## src/rtl/stream_group_reverser_macros.svh

```systemverilog
// Assertion macros for the group reverser. Each expects clk and rst_n in scope.
`ifndef STREAM_GROUP_REVERSER_MACROS_SVH
`define STREAM_GROUP_REVERSER_MACROS_SVH

`ifndef ASSERT_OFF
`define SRG_ASSERT(lbl, prop, msg) \
  lbl: assert property (@(posedge clk) disable iff (!rst_n) (prop)) else $error(msg);
`define SRG_NEVER(lbl, expr, msg) \
  lbl: assert property (@(posedge clk) disable iff (!rst_n) !(expr)) else $error(msg);
`else
`define SRG_ASSERT(lbl, prop, msg)
`define SRG_NEVER(lbl, expr, msg)
`endif

`endif

```

## src/rtl/srev_pkg.sv

```systemverilog
`timescale 1ns / 1ps
package srev_pkg;

  localparam int unsigned MAX_GROUP_DEF = 16;
  localparam int unsigned DATA_W        = 32;
  localparam int unsigned GS_W          = 5;
  localparam int unsigned CFG_AW        = 3;
  localparam int unsigned CFG_DW        = 32;

  // register index, taken from paddr[2]
  localparam logic REG_GROUP_SIZE = 1'b0;

  localparam logic [GS_W-1:0] GROUP_SIZE_RST = GS_W'(1);

  typedef struct packed {
    logic [DATA_W-1:0] data;
    logic              run_end;
    logic              seq_end;
  } beat_t;

  typedef struct packed {
    logic busy;
    logic load;
  } stat_t;

endpackage

```

## src/rtl/srev_mem.sv

```systemverilog
`timescale 1ns / 1ps
module srev_mem #(
  parameter int unsigned DEPTH = 16,
  parameter int unsigned AW    = 4,
  parameter int unsigned DW    = 32
) (
  input  logic          clk,
  input  logic          we,
  input  logic [AW-1:0] waddr,
  input  logic [DW-1:0] wdata,
  input  logic          re,
  input  logic [AW-1:0] raddr,
  output logic [DW-1:0] rdata
);

  logic [DW-1:0] mem_r [DEPTH];
  logic [DW-1:0] rdata_r;

  always_ff @(posedge clk) begin
    if (we) begin
      mem_r[waddr] <= wdata;
    end
  end

  // hold the last read word until the next read
  always_ff @(posedge clk) begin
    if (re) begin
      rdata_r <= mem_r[raddr];
    end
  end

  assign rdata = rdata_r;

endmodule

```

## src/rtl/srev_ctrl.sv

```systemverilog
`timescale 1ns / 1ps
module srev_ctrl #(
  parameter int unsigned MAX_GROUP = 16,
  parameter int unsigned AW        = 4,
  parameter int unsigned CW        = 5
) (
  input  logic                          clk,
  input  logic                          rst_n,
  input  logic [srev_pkg::GS_W-1:0]     group_size,
  input  logic                          cfg_clear,
  input  logic                          in_valid,
  input  logic [srev_pkg::DATA_W-1:0]   in_data,
  input  logic                          in_last,
  output logic                          in_ready,
  input  logic                          out_free,
  output srev_pkg::beat_t               beat,
  output srev_pkg::stat_t               stat,
  output logic                          mem_we,
  output logic [AW-1:0]                 mem_waddr,
  output logic [srev_pkg::DATA_W-1:0]   mem_wdata,
  output logic                          mem_re,
  output logic [AW-1:0]                 mem_raddr,
  input  logic [srev_pkg::DATA_W-1:0]   mem_rdata
);

  import srev_pkg::*;

  localparam int unsigned KW = (CW > GS_W) ? CW : GS_W;

  localparam logic [1:0] ST_IDLE = 2'd0;
  localparam logic [1:0] ST_RD   = 2'd1;
  localparam logic [1:0] ST_LD   = 2'd2;

  logic [1:0]    st_r, st_nxt;
  logic [AW-1:0] fill_r, fill_nxt;
  logic [AW-1:0] addr_r, addr_nxt;
  logic [CW-1:0] left_r, left_nxt;
  logic          rev_r, rev_nxt;
  logic          last_r, last_nxt;

  logic [CW-1:0] k;
  logic [CW-1:0] n;
  logic          pass;
  logic          accept;
  logic [AW-1:0] addr_step;

  // clamp oversized groups to the buffer depth
  always_comb begin
    if (KW'(group_size) > KW'(MAX_GROUP)) begin
      k = CW'(MAX_GROUP);
    end else begin
      k = CW'(group_size);
    end
  end

  assign pass      = (k <= CW'(1));
  assign n         = CW'(fill_r) + CW'(1);
  assign in_ready  = (st_r == ST_IDLE) && (out_free || !pass);
  assign accept    = in_valid && in_ready;
  assign addr_step = rev_r ? (addr_r - AW'(1)) : (addr_r + AW'(1));

  assign mem_waddr = fill_r;
  assign mem_wdata = in_data;

  always_comb begin
    st_nxt    = st_r;
    fill_nxt  = fill_r;
    addr_nxt  = addr_r;
    left_nxt  = left_r;
    rev_nxt   = rev_r;
    last_nxt  = last_r;
    mem_we    = 1'b0;
    mem_re    = 1'b0;
    mem_raddr = addr_r;
    stat.busy = (st_r != ST_IDLE);
    stat.load = 1'b0;
    beat      = '{data: in_data, run_end: 1'b1, seq_end: in_last};
    case (st_r)
      ST_IDLE: begin
        if (accept) begin
          if (pass) begin
            stat.load = 1'b1;
            fill_nxt  = '0;
          end else begin
            mem_we = 1'b1;
            if ((n == k) || in_last) begin
              // group complete or sequence over: drain from the buffer
              fill_nxt = '0;
              rev_nxt  = (n == k);
              addr_nxt = (n == k) ? AW'(fill_r) : '0;
              left_nxt = n;
              last_nxt = in_last;
              st_nxt   = ST_RD;
            end else begin
              fill_nxt = AW'(n);
            end
          end
        end
      end
      ST_RD: begin
        mem_re   = 1'b1;
        addr_nxt = addr_step;
        st_nxt   = ST_LD;
      end
      ST_LD: begin
        beat = '{data: mem_rdata, run_end: (left_r == CW'(1)),
                 seq_end: (left_r == CW'(1)) && last_r};
        if (out_free) begin
          stat.load = 1'b1;
          left_nxt  = left_r - CW'(1);
          if (left_r == CW'(1)) begin
            st_nxt = ST_IDLE;
          end else begin
            // fetch the next word while this one moves out
            mem_re   = 1'b1;
            addr_nxt = addr_step;
          end
        end
      end
      default: begin
        st_nxt = ST_IDLE;
      end
    endcase
    if (cfg_clear) begin
      fill_nxt = '0;
    end
  end

  always_ff @(posedge clk) begin
    if (!rst_n) begin
      st_r   <= ST_IDLE;
      fill_r <= '0;
      left_r <= '0;
    end else begin
      st_r   <= st_nxt;
      fill_r <= fill_nxt;
      left_r <= left_nxt;
    end
  end

  always_ff @(posedge clk) begin
    addr_r <= addr_nxt;
    rev_r  <= rev_nxt;
    last_r <= last_nxt;
  end

endmodule

```

## src/rtl/stream_group_reverser.sv

```systemverilog
`timescale 1ns / 1ps
// Group reverser: elements arrive one per beat on in_*, and each group of group_size
// elements leaves on out_* in reverse order; a short group closed by in_tlast leaves in
// arrival order, and group_size 0 or 1 passes every beat straight through. out_tlast
// closes the beats caused by one input beat, out_tuser marks the end of the sequence.
// Rate: a beat that only fills the buffer leaves in_tready high; pass-through runs at
// one beat per cycle while out_tready is high. The beat that closes a group of n
// elements is followed by a drain (state ST_RD issues the first read of the buffer
// memory, then ST_LD moves each word out and fetches the next), which stalls while
// out_tready is low and during which in_tready stays low. Writing group_size discards
// any partial group. No clearing pass is run after reset.
module stream_group_reverser #(
  parameter int unsigned MAX_GROUP = srev_pkg::MAX_GROUP_DEF
) (
  input  logic                          clk,
  input  logic                          rst_n,
  input  logic                          in_tvalid,
  output logic                          in_tready,
  input  logic [srev_pkg::DATA_W-1:0]   in_tdata,   // item_data
  input  logic                          in_tlast,   // item_last
  output logic                          out_tvalid,
  input  logic                          out_tready,
  output logic [srev_pkg::DATA_W-1:0]   out_tdata,  // out_data
  output logic                          out_tlast,  // out_run_end
  output logic                          out_tuser,  // out_seq_end
  input  logic                          cfg_psel,
  input  logic                          cfg_penable,
  input  logic                          cfg_pwrite,
  input  logic [srev_pkg::CFG_AW-1:0]   cfg_paddr,
  input  logic [srev_pkg::CFG_DW-1:0]   cfg_pwdata,
  output logic [srev_pkg::CFG_DW-1:0]   cfg_prdata,
  output logic                          cfg_pready
);

  import srev_pkg::*;

`include "stream_group_reverser_macros.svh"

  localparam int unsigned AW = (MAX_GROUP > 1) ? $clog2(MAX_GROUP) : 1;
  localparam int unsigned CW = $clog2(MAX_GROUP + 1);

  logic [GS_W-1:0]   gs_r, gs_nxt;
  logic              cfg_wr;
  logic              out_valid_r, out_valid_nxt;
  beat_t             out_beat_r, out_beat_nxt;
  logic              out_free;
  beat_t             beat;
  stat_t             stat;
  logic              mem_we;
  logic [AW-1:0]     mem_waddr;
  logic [DATA_W-1:0] mem_wdata;
  logic              mem_re;
  logic [AW-1:0]     mem_raddr;
  logic [DATA_W-1:0] mem_rdata;

  assign cfg_pready = 1'b1;
  assign cfg_wr     = cfg_psel && cfg_penable && cfg_pwrite && cfg_pready
                      && (cfg_paddr[2] == REG_GROUP_SIZE);
  assign gs_nxt     = cfg_wr ? cfg_pwdata[GS_W-1:0] : gs_r;
  assign cfg_prdata = (cfg_paddr[2] == REG_GROUP_SIZE) ? CFG_DW'(gs_r) : '0;

  always_ff @(posedge clk) begin
    if (!rst_n) begin
      gs_r <= GROUP_SIZE_RST;
    end else begin
      gs_r <= gs_nxt;
    end
  end

  srev_ctrl #(
    .MAX_GROUP (MAX_GROUP),
    .AW        (AW),
    .CW        (CW)
  ) u_ctrl (
    .clk        (clk),
    .rst_n      (rst_n),
    .group_size (gs_r),
    .cfg_clear  (cfg_wr),
    .in_valid   (in_tvalid),
    .in_data    (in_tdata),
    .in_last    (in_tlast),
    .in_ready   (in_tready),
    .out_free   (out_free),
    .beat       (beat),
    .stat       (stat),
    .mem_we     (mem_we),
    .mem_waddr  (mem_waddr),
    .mem_wdata  (mem_wdata),
    .mem_re     (mem_re),
    .mem_raddr  (mem_raddr),
    .mem_rdata  (mem_rdata)
  );

  srev_mem #(
    .DEPTH (MAX_GROUP),
    .AW    (AW),
    .DW    (DATA_W)
  ) u_mem (
    .clk   (clk),
    .we    (mem_we),
    .waddr (mem_waddr),
    .wdata (mem_wdata),
    .re    (mem_re),
    .raddr (mem_raddr),
    .rdata (mem_rdata)
  );

  // output register: free when empty or being taken this cycle
  assign out_free = !out_valid_r || out_tready;

  always_comb begin
    out_valid_nxt = out_valid_r;
    out_beat_nxt  = out_beat_r;
    if (stat.load) begin
      out_valid_nxt = 1'b1;
      out_beat_nxt  = beat;
    end else if (out_tready) begin
      out_valid_nxt = 1'b0;
    end
  end

  always_ff @(posedge clk) begin
    if (!rst_n) begin
      out_valid_r <= 1'b0;
    end else begin
      out_valid_r <= out_valid_nxt;
    end
  end

  always_ff @(posedge clk) begin
    out_beat_r <= out_beat_nxt;
  end

  assign out_tvalid = out_valid_r;
  assign out_tdata  = out_beat_r.data;
  assign out_tlast  = out_beat_r.run_end;
  assign out_tuser  = out_beat_r.seq_end;

  `SRG_NEVER(a_no_accept_while_draining, stat.busy && in_tready, "input taken during drain")
  `SRG_NEVER(a_no_overwrite, stat.load && out_valid_r && !out_tready, "pending beat overwritten")
  `SRG_ASSERT(a_seq_end_closes_run, out_valid_r && out_tuser |-> out_tlast, "seq end without run end")

endmodule
```

## config.mk

```make
export PLATFORM = sky130hd
export DESIGN_NAME = stream_group_reverser
export DESIGN_NICKNAME = d
export VERILOG_FILES = /design/src/rtl/srev_pkg.sv /design/src/rtl/srev_mem.sv /design/src/rtl/srev_ctrl.sv /design/src/rtl/stream_group_reverser.sv
export VERILOG_INCLUDE_DIRS = /design/src /design/src/rtl
export SDC_FILE = /design/constraint.sdc
export NUM_CORES = 1
export LEC_CHECK = 0
export ABC_CLOCK_PERIOD_IN_PS = 4050
export CORE_MARGIN = 4
export CORE_UTILIZATION = 57
export DETAILED_ROUTE_END_ITERATION = 8
export DONT_BUFFER_PORTS = 1
export PLACE_DENSITY = 0.8
export SYNTH_ARGS = -nofsm -noshare
export SYNTH_HDL_FRONTEND = slang
export SYNTH_SLANG_ARGS = --single-unit
```

## constraint.sdc

```tcl
create_clock -name clk -period 4.05 [get_ports clk]
set_clock_uncertainty 0.05 [all_clocks]
set_input_delay 0.81 -clock clk [delete_from_list [all_inputs] [get_ports clk]]
set_output_delay 0.81 -clock clk [all_outputs]
set_load 0.02 [all_outputs]
```

Yosys cells after proc, flatten, opt, wreduce, memory -nomap -nowiden
Memories as Yosys holds them, arrays and structs flattened. A register that Yosys moved wholly into a read port is not among the register bits.
Cells that the tools add are included.
- flip-flop bits (word level): 57
- bits in writable memories: 512
- input port bits: 75
- output and inout bits: 69
- word-level logic and storage cells: 90
- memories kept: 1
- add/subtract/negate cells: 4
- order comparisons: 2
- equality and inequality tests: 10
- muxes and demuxes: 38
- bitwise logic cells: 3
- reductions and logical operators: 21
- memories (memory ; depth ; width ; read ports ; clocked after memory_dff ; write ports ; RTL line ; RTL):
    u_mem.mem_r ; 16 ; 32 ; 1 ; 1 ; 1 ; srev_mem.sv:16 ; logic [DW-1:0] mem_r [DEPTH];
- operator list (operator ; number):
    $mux W4 ; 9
    $mux W34 ; 1
    $mux W5 ; 6
    $mux W1 ; 12
    $pmux W4 S3 ; 1
    $mux W2 ; 5
    $pmux W5 S2 ; 1
    $reduce_and A5 Y1 ; 2
    $logic_and A1 B1 Y1 ; 6
    $ne A2 B1 Y1 const B ; 3
    $ne A2 B2 Y1 const B ; 3
    $pmux W2 S3 ; 1
    $reduce_and A6 Y1 ; 1
    $add A4 B1 Y5 const B ; 1
    $eq A5 B1 Y1 const B ; 1
    $eq A5 B5 Y1 ; 1
    $gt A5 B5 Y1 const B ; 1
    $le A5 B1 Y1 const B ; 1
    $sub A5 B1 Y5 const B ; 1
    $add A4 B1 Y4 const B ; 1
    $pmux W1 S2 ; 2
    $reduce_and A4 Y1 ; 1
    $reduce_bool A2 Y1 ; 2
    $sub A4 B1 Y4 const B ; 1
    other kinds (9) ; 14

Logic depth before layout (Yosys ltp)
Gate-level depths: netlist (run 1).
- depth in word-level cells: 11
- mapped depth: 9
- gate-level depth less buffers: 8

Cells and area by module
Synthesis (run 1) repeated with hierarchy kept, for this count alone.
- cells, all modules: 1167
- area, all modules: 23680.2 µm²
- by module, submodules not included (module ; instances ; cells each ; area an instance (µm²) ; sequential area each (µm²)):
    srev_mem ; 1 ; 838 ; 20155.6 ; 16335.7
    srev_ctrl ; 1 ; 233 ; 1985.7 ; 400.4
    stream_group_reverser ; 1 ; 96 ; 1539.0 ; 1141.1

Worst setup path before layout (run 1)
No wires, ideal clock.
- kind: input -> register
- start: input port in_tvalid
- end: memory u_mem.mem_r[3][0], enable pin
- setup time: 0.461 ns
- arrival: 3.451 ns
- data required time: 3.539 ns
- path slack: 0.088 ns
- cell stages on the path: 4
- buffers on the path: 0
- path through: nand2_1 > nor2_1 > nand2_1 > nor3_1
- word-level cells in the longest chain between the ends: 5
- RTL lines (element ; RTL line ; RTL):
    start, declared ; stream_group_reverser.sv:17 ; input logic in_tvalid,
    $logic_and A1 B1 Y1 ; srev_ctrl.sv:59 ; assign accept = in_valid && in_ready;
    $mux W1 ; srev_ctrl.sv:80 ; if (accept) begin
    $mux W1 ; srev_ctrl.sv:78 ; case (st_r)
    $mux W1 ; srev_mem.sv:20 ; if (we) begin
    $mux W1 (implied by the code) ; srev_mem.sv:21 ; mem_r[waddr] <= wdata;
    end, declared ; srev_mem.sv:16 ;
No other way between the ends.

Worst setup path after layout (run 1)
- start: register u_ctrl.fill_r[0], in the netlist u_ctrl.mem_waddr[0]
- end: register u_ctrl.addr_r[0], in the netlist u_ctrl.mem_raddr[0], enable pin
- word-level cells in the longest chain between the ends: 5
- RTL lines (element ; RTL line ; RTL):
    start, declared ; srev_ctrl.sv:35 ; logic [AW-1:0] fill_r, fill_nxt;
    start signal, assigned ; srev_ctrl.sv:136 ; fill_r <= fill_nxt;
    $add A4 B1 Y5 ; srev_ctrl.sv:57 ; assign n = CW'(fill_r) + CW'(1);
    $eq A5 B5 Y1 ; srev_ctrl.sv:86 ; if ((n == k) || in_last) begin
    $logic_or A1 B1 Y1 ; srev_ctrl.sv:86 ;
    $ne A2 B2 Y1 (no line) ; n/a ;
    $reduce_and A6 Y1 (no line) ; n/a ;
    end signal, assigned ; srev_ctrl.sv:142 ; addr_r <= addr_nxt;
    end, declared ; srev_ctrl.sv:36 ; logic [AW-1:0] addr_r, addr_nxt;
No other way between the ends.
A chain may end at the register's enable or synchronous reset.

==> reports/metrics.yaml, run 1 <==
critPathCaptureType: "flop"
hpwl_um: 26100
drive_gt1_frac: 0.286
crit_required_ns: 4.23
synth_cell_types: 52
clock_latency_ns: 0.60
htree_levels: 2
die_y_um: 211
maxSlewHeadroom: 0.405
rsz0062_at_grt: "false"
die_area_um2: 44600
synth_edf_count: 584
synth_area_per_cell_um2: 22.0
gp_congestion: 0.789
cts_tree: "built"
post_cts_buffers: 0
pwr_density_cell_nw_per_um2: 486
status: "finished clean"
cts_made_buffers: 57
drc: 0
top_layer_used: "met4"
cts.path.max_buffers: 3
wl_met3_um: 3500
totalWireLength_um: 48900
final-setup-viol-count: 0
synth-seq-area-share: 0.760
slew_violations: 0
wl_met2_um: 24400
grt_max_degree: 51
ctsResizeCount: 0
fin_crit_ns: 3.20
core-area_um2: 40800
chipWidth_um: 211
yosysMostFrequentCell: "edfxtp_1"
post-route-util: 0.641
postRouteAntennaNets: 0
cts-hold-fix-buffers: 0
min_path_type: "in2reg"
synthTopCellsByCount: "edfxtp_1, mux4_2, nand2_1"
tns_ns: 0
routed_via_density: 6.37
antenna_found_initial: 0
grt_pass1_wl_um: 73400
netlist_area_um2: 23500
timing.hold.ws_ns: 0.240
synth_top_area_cell: "edfxtp_1"
start_kind: "flop"
wl_per_cell_um: 28.9
synth_top_area_share: 0.746
critical_path_class: "reg2reg"
synthTopCellsByArea: "edfxtp_1, mux4_2, mux2_2"
initial_core_util: 0.576
finalHoldViolCount: 0
clock_sinks: 601
cts_root_buffer: "clkbuf_16"
tightest_slew_ns: 0.892
first_iter_violations: 1250
grt_usage: 0.224
max_clock_freq_ghz: 0.312
port_buffers: 0
peakVddDrop_v: 0.000306
async_flop_share: 0
layout.nets: 1202
grt_remaining_overflow: 0
vias: 10800
diodes: 0
critPathMaxFanout: 11
grt_pass1_vias: 11200
wl_met1_um: 19800
drv_cap: 0
r2r_slack_ns: 0.85
p_leak_nw: 8.21
period_share: 0.790
ios: 144
cp.arrival_ns: 3.38
netlist_instances: 1068
areaGrowthSynthToFinish_pct: 11.2
rows: 74
ys_ff_latch: 601
synth_flop_cell: "edfxtp_1"
yosysWarnings: 0
clk_pin_slew_worst_paths_ns: 0.06
drt_pass1_iterations: 5
report_power, final:
group	internal (mW)	switching, mW	leakage (nW)
clock	2.90	2.20	0.865
sequential	6.90	0.0758	5.41
combinational	0.316	0.318	1.94
state kept, by name, indices dropped and copies added (netlist names):
register and cells:
u_ctrl.last_r 1, out_tuser 1, u_ctrl.mem_raddr 4, u_ctrl.rev_r 1, out_tlast 1, out_tvalid 1
u_ctrl.st_r 2, u_ctrl.left_r 5, u_mem.rdata 32, u_mem.mem_r 512, out_tdata 32, gs_r 5
u_ctrl.mem_waddr 4
stage by stage:
step	std cells	setup slack, ns	area [µm²]	power (mW)
final	1691	0.849	26200	12.7
after global routing	1691	0.668	26200	13.1
after CTS	1691	0.860	26200	12.8
after detailed placement	1586	0.883	24400	7.74
after global placement	1586	0.924	24400	7.73
after floorplan	1094	0.0882	23600	7.61
routing by layer:
metal,global-route usage,vias up
met4,0.0648,0
li1,-,4466
met5,0,-
met1,0.326,5749
met3,0.0401,80
met2,0.358,480
path summary, 6_finish.rpt:
| path | start | end | cells after the start |
|---|---|---|---|
| setup / recovery | u_ctrl.mem_waddr[0] | u_ctrl.mem_raddr[0] | 9 |
| setup reg to reg | u_ctrl.mem_waddr[0] | u_ctrl.mem_raddr[0] | 9 |
| hold reg to reg | gs_r[0] | gs_r[0] | 2 |
| hold / removal | rst_n | gs_r[0] | 1 |
cell type report:
cell class	count	area [µm²]
clock buffer	71	1520
clock inverter	34	260
fill	2574	14700
inverter	14	52.6
multi-input combinational	402	5400
sequential	601	17900
tap	532	666
timing repair buffer	37	378
logic make-up (layout without fill, tap and decap cells):
| group | Yosys count | count (layout) | share of synthesized area |
|---|---|---|---|
| adder cells (fa/ha/maj) | 14 | 14 | 0.00777 |
| AO/OA/AOI/OAI | 50 | 50 | 0.0146 |
| buffers and inverters | 91 | 156 | 0.0196 |
| other | 2 | 28 | 0.000319 |
| multiplexers | 203 | 203 | 0.173 |
| XOR/XNOR | 11 | 11 | 0.00410 |
| flip-flops | 601 | 601 | 0.760 |
| AND/OR/NAND/NOR | 96 | 96 | 0.0199 |
critical path: stages, from the launching register on:
cell	delay (ns)
dfxtp_1	0.52
inv_1	0.12
ha_1	0.37
nor4bb_1	0.32
a211oi_1	0.08
mux2_4	0.31
o31ai_4	0.23
buf_4	0.23
nor2_1	0.06
a211oi_1	0.55
cell usage in the layout (no fill, tap or decap), drive strengths merged, types with 7 or more instances in the layout:
cell    count
a21oi      15
buf        37
clkbuf     71
clkinv     26
conb       28
dfxtp      17
edfxtp    584
ha         13
inv        15
mux2       33
mux2i      10
mux4      160
nand2      34
nor2       23
nor2b      12
nor3        7
o21ai      11
Power figures use the tool's default switching activity.
==> inputs of run 2 (changes only) <==
Settings changed: ABC_CLOCK_PERIOD_IN_PS 4050 to 2900.
Clock period 4.05 ns to 2.9 ns, I/O delays scaled along.
==> reports/metrics.yaml, run 2 (same netlist as run 1, synthesis figures left out) <==
top_register: "u_mem.mem_r"
cp.arrival_ns: 2.97
post-route-worst-setup-slack_ns: 0.284
drive_gt1_frac: 0.291
fin_crit_ns: 2.62
min_path_type: "in2reg"
p_leak_nw: 8.27
die_area_um2: 44600
critPathMaxFanout: 9
drv_cap: 0
tightest_slew_ns: 0.854
initial_core_util: 0.576
port_buffers: 0
post_cts_buffers: 0
cts_tree: "built"
timing.hold.ws_ns: 0.0406
antenna_found_initial: 0
grt_usage: 0.237
final_cells: 1702
htree_levels: 2
multi_input_area_um2: 5430
postRouteAntennaNets: 0
clock_sinks: 601
first_iter_violations: 1382
rsz0062_at_grt: "false"
wl_per_cell_um: 30.6
crit_required_ns: 3.25
max_clock_freq_ghz: 0.382
worst_r2r_startpoint: "u_ctrl.mem_waddr[1]"
rows: 74
regArea_um2: 17900
core-area_um2: 40800
post-route-util: 0.647
dp_slack_ns: 0.360
tns_ns: 0
hpwl_um: 26400
final-setup-viol-count: 0
final_cell_mix: "edfxtp_1, mux4_2, clkbuf_16, nand2_1, mux2_2"
start_kind: "flop"
status: "finished clean"
cts_made_buffers: 54
cts.path.max_buffers: 3
dpl.cell_count: 1605
grt_pass1_wl_um: 77200
totalWireLength_um: 52100
drc: 0
drt_pass1_iterations: 5
diodes: 0
clk_pin_slew_worst_paths_ns: 0.07
largest_register_ffs: 512
slew_violations: 0
grt_max_degree: 52
peakVddDrop_v: 0.000439
pwr_density_cell_nw_per_um2: 654
layout.nets: 1219
grt_remaining_overflow: 0
clock_latency_ns: 0.58
critPathCaptureType: "flop"
period_share: 0.902
finalHoldViolCount: 0
num-fill-cells: 2452
routed_via_density: 6.53
areaGrowthSynthToFinish_pct: 12.3
holdCritStartpoint: "in_tlast"
layout_commonest_cell: "edfxtp_1"
cts_root_buffer: "clkbuf_16"
gp_congestion: 0.790
vias: 11100
ios: 144
critical_path_class: "reg2reg"
maxSlewHeadroom: 0.431
grt_pass1_vias: 11400
die_y_um: 211
chipWidth_um: 211
crit_path_start: "u_ctrl.mem_waddr[1]"
run 2: through the flow:
step | cell area [µm²] | total power [mW]
5_1_grt | 26400 | 17.9
6_report | 26400 | 17.3
3_3_place_gp | 24800 | 10.8
3_5_place_dp | 24800 | 10.9
4_1_cts | 26400 | 17.4
2_1_floorplan | 23600 | 10.6
run 2: repair_timing:
item,in CTS,in global routing
gates resized for setup,0,0
endpoints found under the hold margin,1,0
hold buffers,1,0
run 2: final timing paths:
check,endpoint,slack (ns),depth (start not counted)
setup / recovery,u_ctrl.mem_raddr[1],0.28,8
setup reg to reg,u_ctrl.mem_raddr[1],0.28,8
hold reg to reg,gs_r[0],0.45,2
hold / removal,u_ctrl.last_r,0.04,0
run 2: power by group:
group,internal [mW],leakage [nW],switching [mW]
registers,9.63,5.41,0.105
logic,0.479,2.08,0.475
clock network,3.59,0.780,3.01
total,13.7,8.27,3.59
run 2: worst max-delay path: stages (launching register included):
cell and delay, ns:
dfxtp_1 0.34, inv_1 0.06, ha_1 0.35, nor4bb_1 0.30
a211oi_1 0.08, mux2_4 0.31, nor3_2 0.53, nand2_1 0.18
mux2i_1 0.24
run 2: per-layer routing:
layer | vias up | GRT usage | wire length, µm | part of all wire
met3 | 81 | 0.0509 | 5080 | 0.098
met5 | - | 0 | 0 | 0
met1 | 5864 | 0.338 | 19700 | 0.38
met4 | 0 | 0.0552 | 1100 | 0.021
li1 | 4497 | - | - | -
met2 | 667 | 0.386 | 26200 | 0.50
run 2: layout make-up:
| class | instances | area share |
|---|---|---|
| Multi-Input combinational cell | 402 | 0.205 |
| Inverter | 14 | 0.00199 |
| Timing Repair Buffer | 57 | 0.0300 |
| Clock inverter | 31 | 0.00786 |
| Tap cell | 532 | 0.0252 |
| Sequential cell | 601 | 0.677 |
| Clock buffer | 65 | 0.0527 |
